--- config.mk ---
export PLATFORM = sky130hd
export DESIGN_NAME = gb2d_window
export DESIGN_NICKNAME = d
export VERILOG_FILES = /design/src/sv/gb2d_pkg.sv /design/src/sv/gb2d_window.sv
export SDC_FILE = /design/constraint.sdc
export NUM_CORES = 1
export LEC_CHECK = 0
export BUFFER_PORTS_ARGS = -buffer_cell sky130_fd_sc_hd__buf_2
export CORE_ASPECT_RATIO = 1.2
export CORE_UTILIZATION = 50
export CTS_BUF_LIST = sky130_fd_sc_hd__clkbuf_4 sky130_fd_sc_hd__clkbuf_8 sky130_fd_sc_hd__clkbuf_16
export DETAILED_ROUTE_END_ITERATION = 10
export GPL_TIMING_DRIVEN = 0
export PLACE_DENSITY = 0.82
export REMOVE_ABC_BUFFERS = 1
export SYNTH_ARGS = -nofsm -noshare
export SYNTH_HDL_FRONTEND = slang
export SYNTH_SLANG_ARGS = --single-unit
--- constraint.sdc ---
create_clock -name clk_i -period 3.7 [get_ports clk_i]
set_input_delay 0.555 -clock clk_i [delete_from_list [all_inputs] [get_ports clk_i]]
set_output_delay 0.555 -clock clk_i [all_outputs]
set_load 0.01 [all_outputs]
--- src/sv/gb2d_pkg.sv ---
package gb2d_pkg;

  localparam int PIX_W   = 8;
  localparam int WGT_W   = 16;
  localparam int DIM_W   = 13;
  localparam int COORD_W = 12;
  localparam int CFG_W   = 16;
  localparam int IDX_W   = 3;

  typedef enum logic [IDX_W-1:0] {
    REG_IMAGE_WIDTH  = 3'd0,
    REG_IMAGE_HEIGHT = 3'd1,
    REG_WEIGHT_R2_0  = 3'd2,
    REG_WEIGHT_R2_1  = 3'd3,
    REG_WEIGHT_R2_2  = 3'd4,
    REG_WEIGHT_R2_4  = 3'd5,
    REG_WEIGHT_R2_5  = 3'd6,
    REG_WEIGHT_R2_8  = 3'd7
  } cfg_reg_e;

  localparam int CLS_R2_0  = 0;
  localparam int CLS_R2_1  = 1;
  localparam int CLS_R2_2  = 2;
  localparam int CLS_R2_4  = 3;
  localparam int CLS_R2_5  = 4;
  localparam int CLS_R2_8  = 5;
  localparam int W_CLASSES = 6;

  typedef logic [W_CLASSES-1:0][WGT_W-1:0] weight_set_t;

  typedef struct packed {
    logic [COORD_W-1:0] out_x;
    logic [COORD_W-1:0] out_y;
    logic               frame_done;
  } item_meta_t;

  // Squared distance 3, 6 and 7 cannot occur for a radius of at most two.
  function automatic int tap_class(int dy, int dx);
    int d2;
    d2 = dx * dx + dy * dy;
    case (d2)
      0:       return CLS_R2_0;
      1:       return CLS_R2_1;
      2:       return CLS_R2_2;
      4:       return CLS_R2_4;
      5:       return CLS_R2_5;
      8:       return CLS_R2_8;
      default: return CLS_R2_0;
    endcase
  endfunction

endpackage

--- src/sv/gb2d_window.sv ---
module gb2d_window #(
  parameter int RADIUS = 2,
  localparam int DIAM  = 2 * RADIUS + 1
) (
  input  logic                                               clk_i,
  input  logic                                               rst_ni,
  input  logic                                               in_valid_i,
  output logic                                               in_ready_o,
  input  logic [DIAM-1:0][gb2d_pkg::PIX_W-1:0]               in_column_i,
  input  logic                                               in_emit_i,
  input  gb2d_pkg::item_meta_t                               in_meta_i,
  output logic                                               out_valid_o,
  input  logic                                               out_ready_i,
  output logic [DIAM-1:0][DIAM-1:0][gb2d_pkg::PIX_W-1:0]     out_window_o,
  output gb2d_pkg::item_meta_t                               out_meta_o
);

  logic [DIAM-1:0][DIAM-1:0][gb2d_pkg::PIX_W-1:0] win_q;
  logic                                           valid_q;
  gb2d_pkg::item_meta_t                           meta_q;
  logic                                           accept;

  assign in_ready_o = !valid_q || out_ready_i;
  assign accept     = in_valid_i && in_ready_o;

  always_ff @(posedge clk_i or negedge rst_ni) begin
    if (!rst_ni) begin
      win_q   <= '0;
      valid_q <= 1'b0;
    end else begin
      if (accept) begin
        for (int r = 0; r < DIAM; r++) begin
          for (int c = 0; c < DIAM - 1; c++) begin
            win_q[r][c] <= win_q[r][c+1];
          end
          win_q[r][DIAM-1] <= in_column_i[r];
        end
      end
      if (in_ready_o) begin
        valid_q <= in_valid_i && in_emit_i;
      end
    end
  end

  always_ff @(posedge clk_i) begin
    if (accept) begin
      meta_q <= in_meta_i;
    end
  end

  assign out_valid_o  = valid_q;
  assign out_window_o = win_q;
  assign out_meta_o   = meta_q;

endmodule

# --- After elaboration in Yosys (flattened, before gate mapping) ---
# Cells that the tools add are included.
totals:
  reg_bits: 226
  inputBits: 70
  out_inout_bits: 227
  wordCells: 33
op_classes:
  reduce_logical: 4
op_table:
  columns: ["operator", "n"]
  rows:
  - ["1-bit logical AND", 2]
  - ["1-bit zero test", 1]
  - ["1-bit logical OR", 1]

# --- Logic depth before layout (Yosys ltp) ---
depth:
  ltp_word: 3
  mapped_depth: 6

# --- Least setup slack after synthesis ---
# OpenSTA, ideal clock, no wires.
synth_timing:
  path_type: "input to register"
  start: "in out_ready_i"
  end: "reg win_q, in the netlist out_window_o[0]"
  setup_time_ps: 125
  arrival_time_ps: 1580
  setup_slack_ps: 1995
  cell_stages: 6
  path_cell_list: "nand2b_4 -> nand2_4 -> inv_4 -> buf_6 -> buf_6 -> mux2_4"
synth_between:
  elab_chain_len: 2
synth_lines:
  columns: ["element", "line", "text"]
  rows:
  - ["from (decl)", "gb2d_window.sv:13", "input logic out_ready_i,"]
  - ["1-bit logical OR", "gb2d_window.sv:23", "assign in_ready_o = !valid_q || out_ready_i;"]
  - ["1-bit logical AND", "gb2d_window.sv:24", "assign accept = in_valid_i && in_ready_o;"]
  - ["named net accept", "gb2d_window.sv:21", "logic accept;"]
  - ["to (signal, indexed assignment)", "gb2d_window.sv:34", "win_q[r][c] <= win_q[r][c+1];"]
  - ["to (signal, indexed assignment)", "gb2d_window.sv:36", "win_q[r][DIAM-1] <= in_column_i[r];"]
  - ["to (decl)", "gb2d_window.sv:18", "logic [DIAM-1:0][DIAM-1:0][gb2d_pkg::PIX_W-1:0] win_q;"]
# The timed path passes the listed nets, and every way through them passes these cells.
# A chain may end at the register's enable or synchronous reset.

# --- Worst setup path in the final report ---
layout_timing:
  start: "reg valid_q (netlist: out_valid_o)"
  end: "reg win_q, in the netlist out_window_o[172]"
layout_between:
  elab_chain_len: 3
layout_lines:
  columns: ["element", "line", "text"]
  rows:
  - ["from (decl)", "gb2d_window.sv:19", "logic valid_q;"]
  - ["from (signal assigned)", "gb2d_window.sv:40", "valid_q <= in_valid_i && in_emit_i;"]
  - ["1-bit zero test", "gb2d_window.sv:23", null]
  - ["1-bit logical OR", "gb2d_window.sv:23", null]
  - ["1-bit logical AND", "gb2d_window.sv:24", null]
# No other way between the ends.

==> impl_metrics.sql <==
INSERT INTO impl_metrics (metric_group, metric, value, unit) VALUES
('cells_and_area', 'area_growth_syn_to_layout', '27.14', '%'),
('synth', 'synth.cell_area', '8758', 'um^2'),
('timing', 'setup_repair_after_global_routing_missed_its_margin', 'false', ''),
('setup_path', 'arrival', '2730', 'ps'),
('timing', 'min_period', '2350', 'ps'),
('routing', 'average_vias_per_placed_instance', '5.074', ''),
('die', 'die_area', '18050', 'um^2'),
('synth', 'synth_largest_area_cell', 'sky130_fd_sc_hd__dfrtp_1', ''),
('clock_tree', 'postCtsSetupRepairBufs', '0', ''),
('synth', 'syn-instance-count', '452', ''),
('routing', 'routed_wire_length_per_instance', '17.76', 'um'),
('synth', 'synth-warning-count', '0', ''),
('timing', 'final_min_period_over_clock_period', '63.50', '%'),
('routing', 'postRouteWirelength', '17530', 'um'),
('synth', 'yosys.cell_count.top_type', 'sky130_fd_sc_hd__dfrtp_1', ''),
('routing', 'route.vias.total', '5008', ''),
('cells_and_area', 'antenna_cells', '0', ''),
('clock_tree', 'cts.sinks', '226', ''),
('setup_path', 'critPathSlowestCell', 'sky130_fd_sc_hd__buf_16', ''),
('synth', 'synth-edff-count', '25', ''),
('placed_design', 'count_of_input_and_output_buffers', '296', ''),
('run_status', 'outcome', 'completed', ''),
('die', 'core_area', '16980', 'um^2'),
('synth', 'post_synth_most_frequent_cells', '201 x sky130_fd_sc_hd__dfrtp_1, 129 x sky130_fd_sc_hd__mux2_4, 71 x sky130_fd_sc_hd__mux2_2, 25 x sky130_fd_sc_hd__edfxtp_1, 14 x sky130_fd_sc_hd__buf_6', ''),
('die', 'ports_placed_on_the_boundary', '297', ''),
('global_routing', 'grtUsageTotal', '19.49', '%'),
('placed_design', 'dpl-instance-area', '10380', 'um^2'),
('clock_tree', 'register_clock_pin_slew_on_the_reported_worst_setup_and_hold_paths', '60', 'ps'),
('global_routing', 'grt_max_degree', '139', ''),
('timing', 'finalHoldViolations', '0', ''),
('routing', 'drt.antenna.violating_nets', '0', ''),
('setup_path', 'critical_path_cell_count', '5', ''),
('setup_path', 'timing.reg2reg.setup_slack', '1350', 'ps'),
('global_routing', 'grt_antenna_before_repair', '0', ''),
('setup_path', 'crit_required', '4080', 'ps'),
('synth', 'proportion_of_register_bits_with_asynchronous_set_or_reset_after_synthesis', '88.94', '%'),
('setup_path', 'reg2regPathDepth', '5', ''),
('pwr', 'powerDensity', '741.7', 'nW/um^2'),
('setup_path', 'crit_chain', 'nand2b_4 > nand2_4 > inv_12 > buf_16 > mux2_2', ''),
('die', 'floorplan.die.width', '122.8', 'um'),
('synth', 'seq_total_area_yosys', '66.00', '%'),
('clock_tree', 'number_of_gates_given_a_new_drive_strength_after_cts', '0', ''),
('clock_tree', 'number_of_h_tree_levels', '1', ''),
('die', 'initial_utilization', '51.58', '%'),
('placed_design', 'place.detailed.hpwl', '11870', 'um'),
('timing', 'worst_pin_slew', '898.4', 'ps'),
('setup_path', 'timing.setup.critical_path_class', 'reg -> reg', ''),
('setup_path', 'critical_path.startpoint_type', 'flip-flop', ''),
('routing', 'detailedRoute.firstPassIterationCount', '4', ''),
('setup_path', 'critPathLaunch', 'out_valid_o', ''),
('timing', 'worst_slew_margin', '40.10', '%'),
('global_routing', 'number_of_global_route_vias_before_repair', '5369', ''),
('global_routing', 'grt_overflow_total', '0', ''),
('cells_and_area', 'drive_gt1_share', '70.30', '%'),
('cells_and_area', 'final_net_count', '824', ''),
('timing', 'post-route-worst-setup-slack', '1350', 'ps'),
('clock_tree', 'clockRootBuffer', 'sky130_fd_sc_hd__clkbuf_16', ''),
('routing', 'drc', '0', ''),
('cells_and_area', 'register_area', '5781', 'um^2'),
('setup_path', 'endpoint_kind', 'flip-flop', ''),
('setup_path', 'cpPeakStageDelay', '580', 'ps'),
('timing', 'highest_clock_frequency_the_design_can_meet', '0.4256', 'GHz'),
('job', 'cap_viol_max_count', '0', ''),
('setup_path', 'number_of_buffers_and_inverters_on_the_critical_path', '2', ''),
('synth', 'netlist_top_cells_area', 'sky130_fd_sc_hd__dfrtp_1 57%, sky130_fd_sc_hd__mux2_4 22%, sky130_fd_sc_hd__mux2_2 9.1%', ''),
('setup_path', 'worst_r2r_startpoint', 'out_valid_o', ''),
('pwr', 'power.ir.vdd_worst', '0.5735', 'mV'),
('setup_path', 'endpoint', 'out_window_o[172]', ''),
('pwr', 'static_leakage', '5.527', 'nW'),
('timing', 'final.setup_skew', '14.45', 'ps'),
('timing', 'setup_viol', '0', '');
cell type report:
cell class	count	area share, %
tap	216	2.427
timing repair buffer	298	13.89
sequential	226	51.91
clock buffer	35	6.202
multi-input combinational	204	24.87
clock inverter	7	0.5618
inverter	1	0.1461
report_power, final:
part	switching, mW	internal [mW]
clock network	0.912	1.36
registers	0.501	3.21
logic	0.990	1.28
state kept, by name, indices dropped and copies added (netlist names):
name and count:
out_valid_o 1, out_window_o 200, out_meta_o 25
per-stage QoR:
| stage | power, mW | instances | TNS (ps) | utilization [%] | hold WS, ps |
|---|---|---|---|---|---|
| after floorplan | 4.995 | 431 | 0 | - | 259.4 |
| after global placement | 5.943 | 943 | -183700 | 60.70 | 483.3 |
| after detailed placement | 6.042 | 945 | 0 | 61.14 | 487.4 |
| after CTS | 8.362 | 987 | 0 | 65.58 | 160.1 |
| after global routing | 8.678 | 987 | 0 | 65.58 | 201.1 |
| final | 8.260 | 987 | 0 | 65.58 | 116.5 |
how the worst min path moves through the flow:
stage                              to  cells after the start  slack, ps
floorplan                 out_valid_o                      0        260
global placement      out_window_o[4]                      1        480
detailed placement  out_window_o[125]                      1        490
CTS                  out_window_o[13]                      1        160
global route         out_window_o[35]                      1        200
finish               out_window_o[35]                      1        120
per-layer routing:
layer	track usage [%]	wire, um	vias to the layer above
li1	-	-	2210
met1	23.10	6637	2537
met2	33.37	8995	207
met3	4.697	1257	54
met4	8.415	638	0
met5	0	0	-
kinds of logic (layout without fill, tap and decap cells):
family | after synthesis | in the layout | synth area share [%]
mux | 200 | 200 | 31.24
flops | 226 | 226 | 66.00
buf+inv | 22 | 341 | 2.386
simple gates | 4 | 4 | 0.3714
cells in the final DEF (no fill, tap or decap), drive strengths merged:
master | Yosys | layout
clkinv | 0 | 5
dfrtp | 201 | 201
buf | 21 | 298
clkbuf | 0 | 35
bufinv | 0 | 1
nand2b | 1 | 1
mux2 | 200 | 200
inv | 1 | 2
nand2 | 3 | 3
edfxtp | 25 | 25
(Power assumes the default switching activity.)
